File: src/mphe_pkg.sv
// Shared constants, types and state codes of the modular Horner evaluator.
package mphe_pkg;

  localparam int VALUE_BITS = 31;
  localparam int DATA_BITS  = ((VALUE_BITS + 7) / 8) * 8;
  localparam int CNT_BITS   = $clog2(VALUE_BITS);

  localparam logic [CNT_BITS-1:0]   CNT_TOP   = CNT_BITS'(VALUE_BITS - 1);
  localparam logic [VALUE_BITS-1:0] MOD_RESET = VALUE_BITS'(64'd2147483647);

  localparam int CFG_IDX_BITS = 2;
  localparam logic [CFG_IDX_BITS-1:0] CFG_MODULUS    = 2'd0;
  localparam logic [CFG_IDX_BITS-1:0] CFG_EVAL_POINT = 2'd1;

  typedef enum logic [2:0] {
    ST_IDLE,
    ST_RED_ACC,
    ST_RED_PT,
    ST_RED_COEF,
    ST_MUL,
    ST_ADD
  } state_e;

  // Control of one modular step: u = ((dbl ? 2r+bit : r) mod m + (add_en ? b : 0)) mod m
  typedef struct packed {
    logic dbl;
    logic bit_in;
    logic add_en;
  } step_ctrl_t;

endpackage

File: src/mphe_step.sv
// Shared modular step unit: optional doubling with a shifted-in bit, then a modular add.
module mphe_step (
  input  mphe_pkg::step_ctrl_t               ctrl_i,
  input  logic [mphe_pkg::VALUE_BITS-1:0]    r_i,
  input  logic [mphe_pkg::VALUE_BITS-1:0]    addend_i,
  input  logic [mphe_pkg::VALUE_BITS-1:0]    mod_i,
  output logic [mphe_pkg::VALUE_BITS-1:0]    u_o
);

  logic [mphe_pkg::VALUE_BITS:0] dbl_v;
  logic [mphe_pkg::VALUE_BITS:0] red_v;
  logic [mphe_pkg::VALUE_BITS:0] sum_v;
  logic [mphe_pkg::VALUE_BITS:0] mod_w;

  assign mod_w = {1'b0, mod_i};

  // r < m, so 2r+bit < 2m and one conditional subtract suffices
  assign dbl_v = ctrl_i.dbl ? {r_i, ctrl_i.bit_in} : {1'b0, r_i};
  assign red_v = (dbl_v >= mod_w) ? (dbl_v - mod_w) : dbl_v;

  // red_v < m, so its top bit is clear and the sum stays below 2m
  assign sum_v = red_v + (ctrl_i.add_en ? {1'b0, addend_i} : '0);

  always_comb begin
    if (sum_v >= mod_w) begin
      u_o = mphe_pkg::VALUE_BITS'(sum_v - mod_w);
    end else begin
      u_o = sum_v[mphe_pkg::VALUE_BITS-1:0];
    end
  end

endmodule

File: src/modular_polynomial_horner_eval_unit.sv
// Top level of the modular Horner polynomial evaluator with its sequencer.
//
// Channel   Direction  Handshake                  Payload
// s_axis    in         s_axis_tvalid/tready       tdata: coefficient; tlast: final_coef
// m_axis    out        m_axis_tvalid/tready       tdata: poly_value; tuser: range_error
// cfg       in         cfg_valid_i/cfg_ready_o    cfg_index_i, cfg_data_i (0 modulus, 1 point)
//
// Each word runs through accept, a check of each of the three operands against the
// modulus, the bit-serial steps of the shared shift-add modular multiplier and one
// modular add. Each operand at or above the modulus is first reduced bit-serially
// on the same shared unit before the multiplier steps begin.
// Reset puts modulus at 2^31-1, point at 0 and clears accumulator and error flag.
// A finished value sits in the output register while the next word is taken; only a
// second result ready before the first is taken holds the sequencer in its add step.
module modular_polynomial_horner_eval_unit (
  input  logic                                clk_i,
  input  logic                                rst_ni,
  // slave stream
  input  logic                                s_axis_tvalid,
  output logic                                s_axis_tready,
  input  logic [mphe_pkg::DATA_BITS-1:0]      s_axis_tdata,   // [30:0] coefficient, rest 0
  input  logic                                s_axis_tlast,
  // master stream
  output logic                                m_axis_tvalid,
  input  logic                                m_axis_tready,
  output logic [mphe_pkg::DATA_BITS-1:0]      m_axis_tdata,   // [30:0] poly_value, rest 0
  output logic                                m_axis_tuser,   // [0] range_error
  // configuration write channel
  input  logic                                cfg_valid_i,
  output logic                                cfg_ready_o,
  input  logic [mphe_pkg::CFG_IDX_BITS-1:0]   cfg_index_i,
  input  logic [mphe_pkg::VALUE_BITS-1:0]     cfg_data_i
);

  localparam int VB = mphe_pkg::VALUE_BITS;

  mphe_pkg::state_e state_q, state_d;

  // configuration
  logic [VB-1:0] mod_q, point_q;
  logic [VB-1:0] mod_eff;

  // working registers
  logic [VB-1:0] acc_q, acc_d;
  logic [VB-1:0] pt_q, pt_d;
  logic [VB-1:0] coef_q, coef_d;
  logic [VB-1:0] r_q, r_d;
  logic          last_q, last_d;
  logic          err_q, err_d;
  logic [mphe_pkg::CNT_BITS-1:0] cnt_q, cnt_d;

  // output register
  logic          out_valid_q, out_valid_d;
  logic [VB-1:0] out_val_q, out_val_d;
  logic          out_err_q, out_err_d;

  // sequencer decode
  logic          in_fire;
  logic          fresh;
  logic          skip;
  logic          step_last;
  logic          out_block;
  logic [VB-1:0] red_val;

  // shared unit
  mphe_pkg::step_ctrl_t step_ctrl;
  logic [VB-1:0] step_r;
  logic [VB-1:0] step_addend;
  logic [VB-1:0] step_u;

  // a zero modulus behaves as a modulus of one
  assign mod_eff = (mod_q == '0) ? VB'(1) : mod_q;

  assign in_fire   = s_axis_tvalid && s_axis_tready;
  assign fresh     = (cnt_q == mphe_pkg::CNT_TOP);
  assign step_last = (cnt_q == '0);
  assign out_block = out_valid_q && !m_axis_tready;

  // operand under reduction
  always_comb begin
    unique case (state_q)
      mphe_pkg::ST_RED_ACC: red_val = acc_q;
      mphe_pkg::ST_RED_PT:  red_val = pt_q;
      default:              red_val = coef_q;
    endcase
  end

  // first cycle of a reduction: operand already below the modulus needs no work
  assign skip = fresh && (red_val < mod_eff);

  // ---------------- next state ----------------
  always_comb begin
    state_d = state_q;
    unique case (state_q)
      mphe_pkg::ST_IDLE: begin
        if (in_fire) state_d = mphe_pkg::ST_RED_ACC;
      end
      mphe_pkg::ST_RED_ACC: begin
        if (skip || step_last) state_d = mphe_pkg::ST_RED_PT;
      end
      mphe_pkg::ST_RED_PT: begin
        if (skip || step_last) state_d = mphe_pkg::ST_RED_COEF;
      end
      mphe_pkg::ST_RED_COEF: begin
        if (skip || step_last) state_d = mphe_pkg::ST_MUL;
      end
      mphe_pkg::ST_MUL: begin
        if (step_last) state_d = mphe_pkg::ST_ADD;
      end
      mphe_pkg::ST_ADD: begin
        if (!(last_q && out_block)) state_d = mphe_pkg::ST_IDLE;
      end
      default: state_d = mphe_pkg::ST_IDLE;
    endcase
  end

  // ---------------- sequencer outputs ----------------
  always_comb begin
    s_axis_tready = 1'b0;
    step_ctrl     = '0;
    step_r        = fresh ? '0 : r_q;
    step_addend   = pt_q;
    unique case (state_q)
      mphe_pkg::ST_IDLE: begin
        s_axis_tready = 1'b1;
      end
      mphe_pkg::ST_RED_ACC, mphe_pkg::ST_RED_PT, mphe_pkg::ST_RED_COEF: begin
        // r = (2r + next operand bit) mod m, MSB first
        step_ctrl.dbl    = 1'b1;
        step_ctrl.bit_in = red_val[cnt_q];
      end
      mphe_pkg::ST_MUL: begin
        // r = (2r + acc bit * point) mod m, MSB first
        step_ctrl.dbl    = 1'b1;
        step_ctrl.add_en = acc_q[cnt_q];
      end
      mphe_pkg::ST_ADD: begin
        step_r           = r_q;
        step_addend      = coef_q;
        step_ctrl.add_en = 1'b1;
      end
      default: ;
    endcase
  end

  mphe_step u_step (
    .ctrl_i   (step_ctrl),
    .r_i      (step_r),
    .addend_i (step_addend),
    .mod_i    (mod_eff),
    .u_o      (step_u)
  );

  // ---------------- datapath ----------------
  always_comb begin
    acc_d       = acc_q;
    pt_d        = pt_q;
    coef_d      = coef_q;
    r_d         = r_q;
    last_d      = last_q;
    err_d       = err_q;
    cnt_d       = cnt_q;
    out_valid_d = out_valid_q && !m_axis_tready;
    out_val_d   = out_val_q;
    out_err_d   = out_err_q;

    unique case (state_q)
      mphe_pkg::ST_IDLE: begin
        if (in_fire) begin
          coef_d = s_axis_tdata[VB-1:0];
          last_d = s_axis_tlast;
          pt_d   = point_q;
          cnt_d  = mphe_pkg::CNT_TOP;
          if (s_axis_tdata[VB-1:0] >= mod_eff) err_d = 1'b1;
        end
      end
      mphe_pkg::ST_RED_ACC, mphe_pkg::ST_RED_PT, mphe_pkg::ST_RED_COEF: begin
        if (!skip) begin
          r_d = step_u;
          if (step_last) begin
            cnt_d = mphe_pkg::CNT_TOP;
            unique case (state_q)
              mphe_pkg::ST_RED_ACC: acc_d  = step_u;
              mphe_pkg::ST_RED_PT:  pt_d   = step_u;
              default:              coef_d = step_u;
            endcase
          end else begin
            cnt_d = cnt_q - 1'b1;
          end
        end
      end
      mphe_pkg::ST_MUL: begin
        r_d   = step_u;
        cnt_d = step_last ? mphe_pkg::CNT_TOP : (cnt_q - 1'b1);
      end
      mphe_pkg::ST_ADD: begin
        if (!last_q) begin
          acc_d = step_u;
        end else if (!out_block) begin
          // end of polynomial: hand off the value and start over
          out_valid_d = 1'b1;
          out_val_d   = step_u;
          out_err_d   = err_q;
          acc_d       = '0;
          err_d       = 1'b0;
        end
      end
      default: ;
    endcase
  end

  // ---------------- registers ----------------
  always_ff @(posedge clk_i or negedge rst_ni) begin
    if (!rst_ni) begin
      state_q     <= mphe_pkg::ST_IDLE;
      mod_q       <= mphe_pkg::MOD_RESET;
      point_q     <= '0;
      acc_q       <= '0;
      err_q       <= 1'b0;
      cnt_q       <= mphe_pkg::CNT_TOP;
      out_valid_q <= 1'b0;
    end else begin
      state_q     <= state_d;
      acc_q       <= acc_d;
      err_q       <= err_d;
      cnt_q       <= cnt_d;
      out_valid_q <= out_valid_d;
      if (cfg_valid_i && cfg_ready_o) begin
        unique case (cfg_index_i)
          mphe_pkg::CFG_MODULUS:    mod_q   <= cfg_data_i;
          mphe_pkg::CFG_EVAL_POINT: point_q <= cfg_data_i;
          default: ;
        endcase
      end
    end
  end

  // payload, no reset needed
  always_ff @(posedge clk_i) begin
    pt_q      <= pt_d;
    coef_q    <= coef_d;
    r_q       <= r_d;
    last_q    <= last_d;
    out_val_q <= out_val_d;
    out_err_q <= out_err_d;
  end

  assign cfg_ready_o   = 1'b1;
  assign m_axis_tvalid = out_valid_q;
  assign m_axis_tdata  = mphe_pkg::DATA_BITS'(out_val_q);
  assign m_axis_tuser  = out_err_q;

`ifndef NO_ASSERTIONS
  // multiplier operands are reduced before the shift-add loop runs
  a_mul_operands: assert property (@(posedge clk_i) disable iff (!rst_ni)
    state_q == mphe_pkg::ST_MUL |-> (acc_q < mod_eff) && (pt_q < mod_eff)
                                    && (coef_q < mod_eff))
    else $error("multiplier operand not reduced");

  // partial product stays below the modulus
  a_partial_reduced: assert property (@(posedge clk_i) disable iff (!rst_ni)
    state_q == mphe_pkg::ST_ADD |-> r_q < mod_eff)
    else $error("partial product not reduced");

  // a new result only comes out of the add step
  a_out_source: assert property (@(posedge clk_i) disable iff (!rst_ni)
    $rose(out_valid_q) |-> $past(state_q) == mphe_pkg::ST_ADD && $past(last_q))
    else $error("result raised outside add step");

  // closing a polynomial clears the running state
  a_clear_after_last: assert property (@(posedge clk_i) disable iff (!rst_ni)
    (state_q == mphe_pkg::ST_ADD && last_q && !out_block) |=> (acc_q == '0) && !err_q)
    else $error("accumulator not cleared after last word");
`endif

endmodule
File: config.mk
export PLATFORM = sky130hd
export DESIGN_NAME = modular_polynomial_horner_eval_unit
export DESIGN_NICKNAME = d
export VERILOG_FILES = /design/src/mphe_pkg.sv /design/src/mphe_step.sv /design/src/modular_polynomial_horner_eval_unit.sv
export SDC_FILE = /design/constraint.sdc
export NUM_CORES = 1
export LEC_CHECK = 0
export BUFFER_PORTS_ARGS = -buffer_cell sky130_fd_sc_hd__buf_2
export CORE_UTILIZATION = 50
export DETAILED_ROUTE_END_ITERATION = 12
export GPL_TIMING_DRIVEN = 0
export HOLD_SLACK_MARGIN = 0.08
export PLACE_DENSITY = 0.68
export SLEW_MARGIN = 20
export SYNTH_ARGS = -nofsm -noshare
export SYNTH_HDL_FRONTEND = slang
export SYNTH_SLANG_ARGS = --single-unit
File: constraint.sdc
create_clock -name clk_i -period 12.9 [get_ports clk_i]
set_clock_uncertainty 0.1 [all_clocks]
set_input_delay 1.29 -clock clk_i [delete_from_list [all_inputs] [get_ports clk_i]]
set_output_delay 1.29 -clock clk_i [all_outputs]
set_load 0.02 [all_outputs]
==> metrics.txt <==
register bit total from synthesis approximately 230; Max Cap Violations 0; multi-input logic area between 10,000 and 15,000 µm²; most common cell in the netlist nand2_1; syn_nets about 2,200; Tot GR Track Use around 34%; crit path time final around 13 ns; Initial Util 50.6%; Setup Buffers After CTS 0; ranking of synthesized cells by area edfxtp_1 22%, ha_1 11%, dfrtp_1 9.8%, a21oi_1 6.5%, nand2_1 5.7%; Clock Latency Late Sink about 0.58 ns; commonest register cell after synthesis edfxtp_1; # setup viols final 0; die height approximately 190 µm; asr flop ratio synth between 40% and 50%; worst slew pin tran slightly below 1 ns; H-tree depth 1; Worst Path Required between 10 and 15 ns; IO Count 107; Slew HR 34.9%; CTS Buffer Depth 3; Fin. Hold Viols 0; router iterations before antenna repair 7; RSZ-0062 raised after global routing yes; global route overflow 0; # rows a little under 70; Antenna diodes 0; Final WS setup ~0.19 ns; status finished clean; Die X about 190 µm; cell mode on critical path a21oi_1; Detail Route Antenna Nets 0; top cell type's share of synthesized area a little over a fifth; Slew Viols, Final 0; Die Area roughly 36,000 µm²; EDFF count, synth approximately 130; largest net degree at the start of global routing slightly below 60; CP Max Fanout 10; dpl ws -0.222 ns; Crit-path slowest cell mux2i_1; post-route clock period utilization between 90% and 100%; fin nets 2,304; hpwl dp 49.3 mm; port buffer count roughly 100; Syn. warnings 0; root buf cell clkbuf_16; TritonCTS Sinks about 230; CP arrival 12.91 ns; CORE AREA around 34,000 µm²; vias in the first global route roughly 15,000; Seq/Total Area, Yosys between 30% and 40%; most instantiated cells after synthesis 263 x nand2_1, 225 x a21oi_1, 156 x ha_1, 136 x nor2_1, 126 x edfxtp_1; CTS tree yes; share of cells above drive strength 1 between 10 and 15%; Crit path largest cell delay ~0.75 ns; WS Path Type flop to flop; CP Launch Type flop; antenna violations before repair 0; Routed WL 60.4 mm; Syn Inst Count a little under 2,000; CP endpoint kind flop; routed vias roughly 16,000; FF/Latch Area 6400 µm²; CTS clk-pin slew, worst paths 0.07 ns; routability cong. between 1 and 1.5; CTS Buf Count 27; first-pass GRT wire length between 80 and 90 mm; f_max slightly below 80 MHz; Via density 6.15; Remaining DRCs 0; min-delay worst type flop to flop; post-DR wirelength/cell 23.7 µm; Mean Syn Cell Area between 9 and 10 µm²; Fillers between 3,000 and 4,000; Area Growth Syn to Fin 12.2%; mapped cell area about 17,000 µm²; library cells used by synthesis 81; First DRT Iteration DRCs 1,422; post-synth top area cell edfxtp_1
==> layout by cell type, fill, tap and decap left out, types with 10 or more instances in the layout <==
master,Yosys,final
nand4_1,22,22
o31ai_1,13,13
o211ai_1,10,10
a21oi_1,225,225
xnor2_1,57,57
dfrtp_1,68,68
nor2_1,136,134
a221oi_1,32,32
ha_1,156,156
dfstp_2,35,35
clkbuf_1,63,68
buf_2,12,114
and2_1,29,29
o21ai_1,40,40
nand2_1,263,263
inv_1,121,120
mux2i_1,35,25
clkbuf_16,0,27
nand3_1,25,25
nor3_1,21,21
nand2b_1,17,17
nor4_1,11,10
o21a_1,20,20
o21ai_0,93,93
xor2_1,23,23
a211oi_1,20,19
mux2_2,44,44
nor2b_1,12,12
mux2i_2,1,11
o21bai_1,17,17
mux4_2,18,18
a21o_1,51,51
a31oi_1,14,14
edfxtp_1,126,126
==> cells by family (layout without fill, tap and decap cells) <==
kind of cell | after synthesis | count (layout) | share of synthesized area (%)
AO/OA/AOI/OAI | 587 | 587 | 20.8
AND/OR/NAND/NOR | 574 | 574 | 14.9
flip-flops | 229 | 229 | 36.7
buffers and inverters | 206 | 365 | 4.70
adder cells (fa/ha/maj) | 159 | 159 | 11.5
multiplexers | 99 | 99 | 7.34
XOR/XNOR | 80 | 80 | 4.02
other | 2 | 2 | 0.0431
==> metal layers <==
layer	track usage, %	part of all wire [%]
met4	10.5	3.5
met5	0	0
met2	52.6	44
met1	47.1	44
met3	6.48	9.1
==> state kept, by name, summed over array words and instances, names as in the netlist, 5 cells and up <==
register   flops
r_q           31
coef_q        31
mod_q         31
point_q       31
cnt_q          5
pt_q          31
acc_q         31
out_val_q     31
==> worst max-delay path, delay by kind of cell (launching register included) <==
| kind | cells | cell delay [ns] |
|---|---|---|
| AOI/OAI and AO/OA | 18 | 3.71 |
| adders and majority gates | 4 | 1.51 |
| buffers and inverters | 6 | 1.74 |
| DFF | 1 | 0.42 |
| muxes | 5 | 2.32 |
| and+or+nand+nor | 9 | 2.61 |
==> worst paths after layout <==
path	slack [ns]	endpoint	cells past startpoint	startpoint
max	0.19	coef_q[11]	42	state_q[1]
min	0.41	point_q[18]	1	point_q[18]
min in group asynchronous	0.54	point_q[5]	1	rst_ni
min reg2reg	0.41	point_q[18]	1	point_q[18]
max in group asynchronous	11.45	mod_q[25]	2	rst_ni
max reg2reg	0.19	coef_q[11]	42	state_q[1]
==> timing repair <==
item	4_1_cts	5_1_grt
setup endpoints to repair	128	148
gates resized for setup	1	14
hold buffers	0	0
==> stage by stage <==
stage                     hold slack, ns  util, %  std cells  TNS, ns  area (µm²)
final                              0.410     56.8       2550        0       19600
after global routing               0.416     56.8       2550  -0.0357       19600
after CTS                          0.413     56.6       2550        0       19500
after detailed placement           0.397     54.2       2500   -10.61       18700
after global placement             0.390     53.7       2494    -2.10       18500
after floorplan                    0.348        -       1936        0       17400
==> final cells by class <==
cell class	instances	area share [%]
Tap cell	455	2.91
Multi-Input combinational cell	1501	52.5
Sequential cell	229	32.7
Buffer	85	1.88
Timing Repair Buffer	109	3.26
Inverter	121	2.32
Clock inverter	14	0.620
Clock buffer	36	3.73
Power is not shown: default switching activity piles up to over one toggle a cycle in this logic, so the estimate is an artifact.
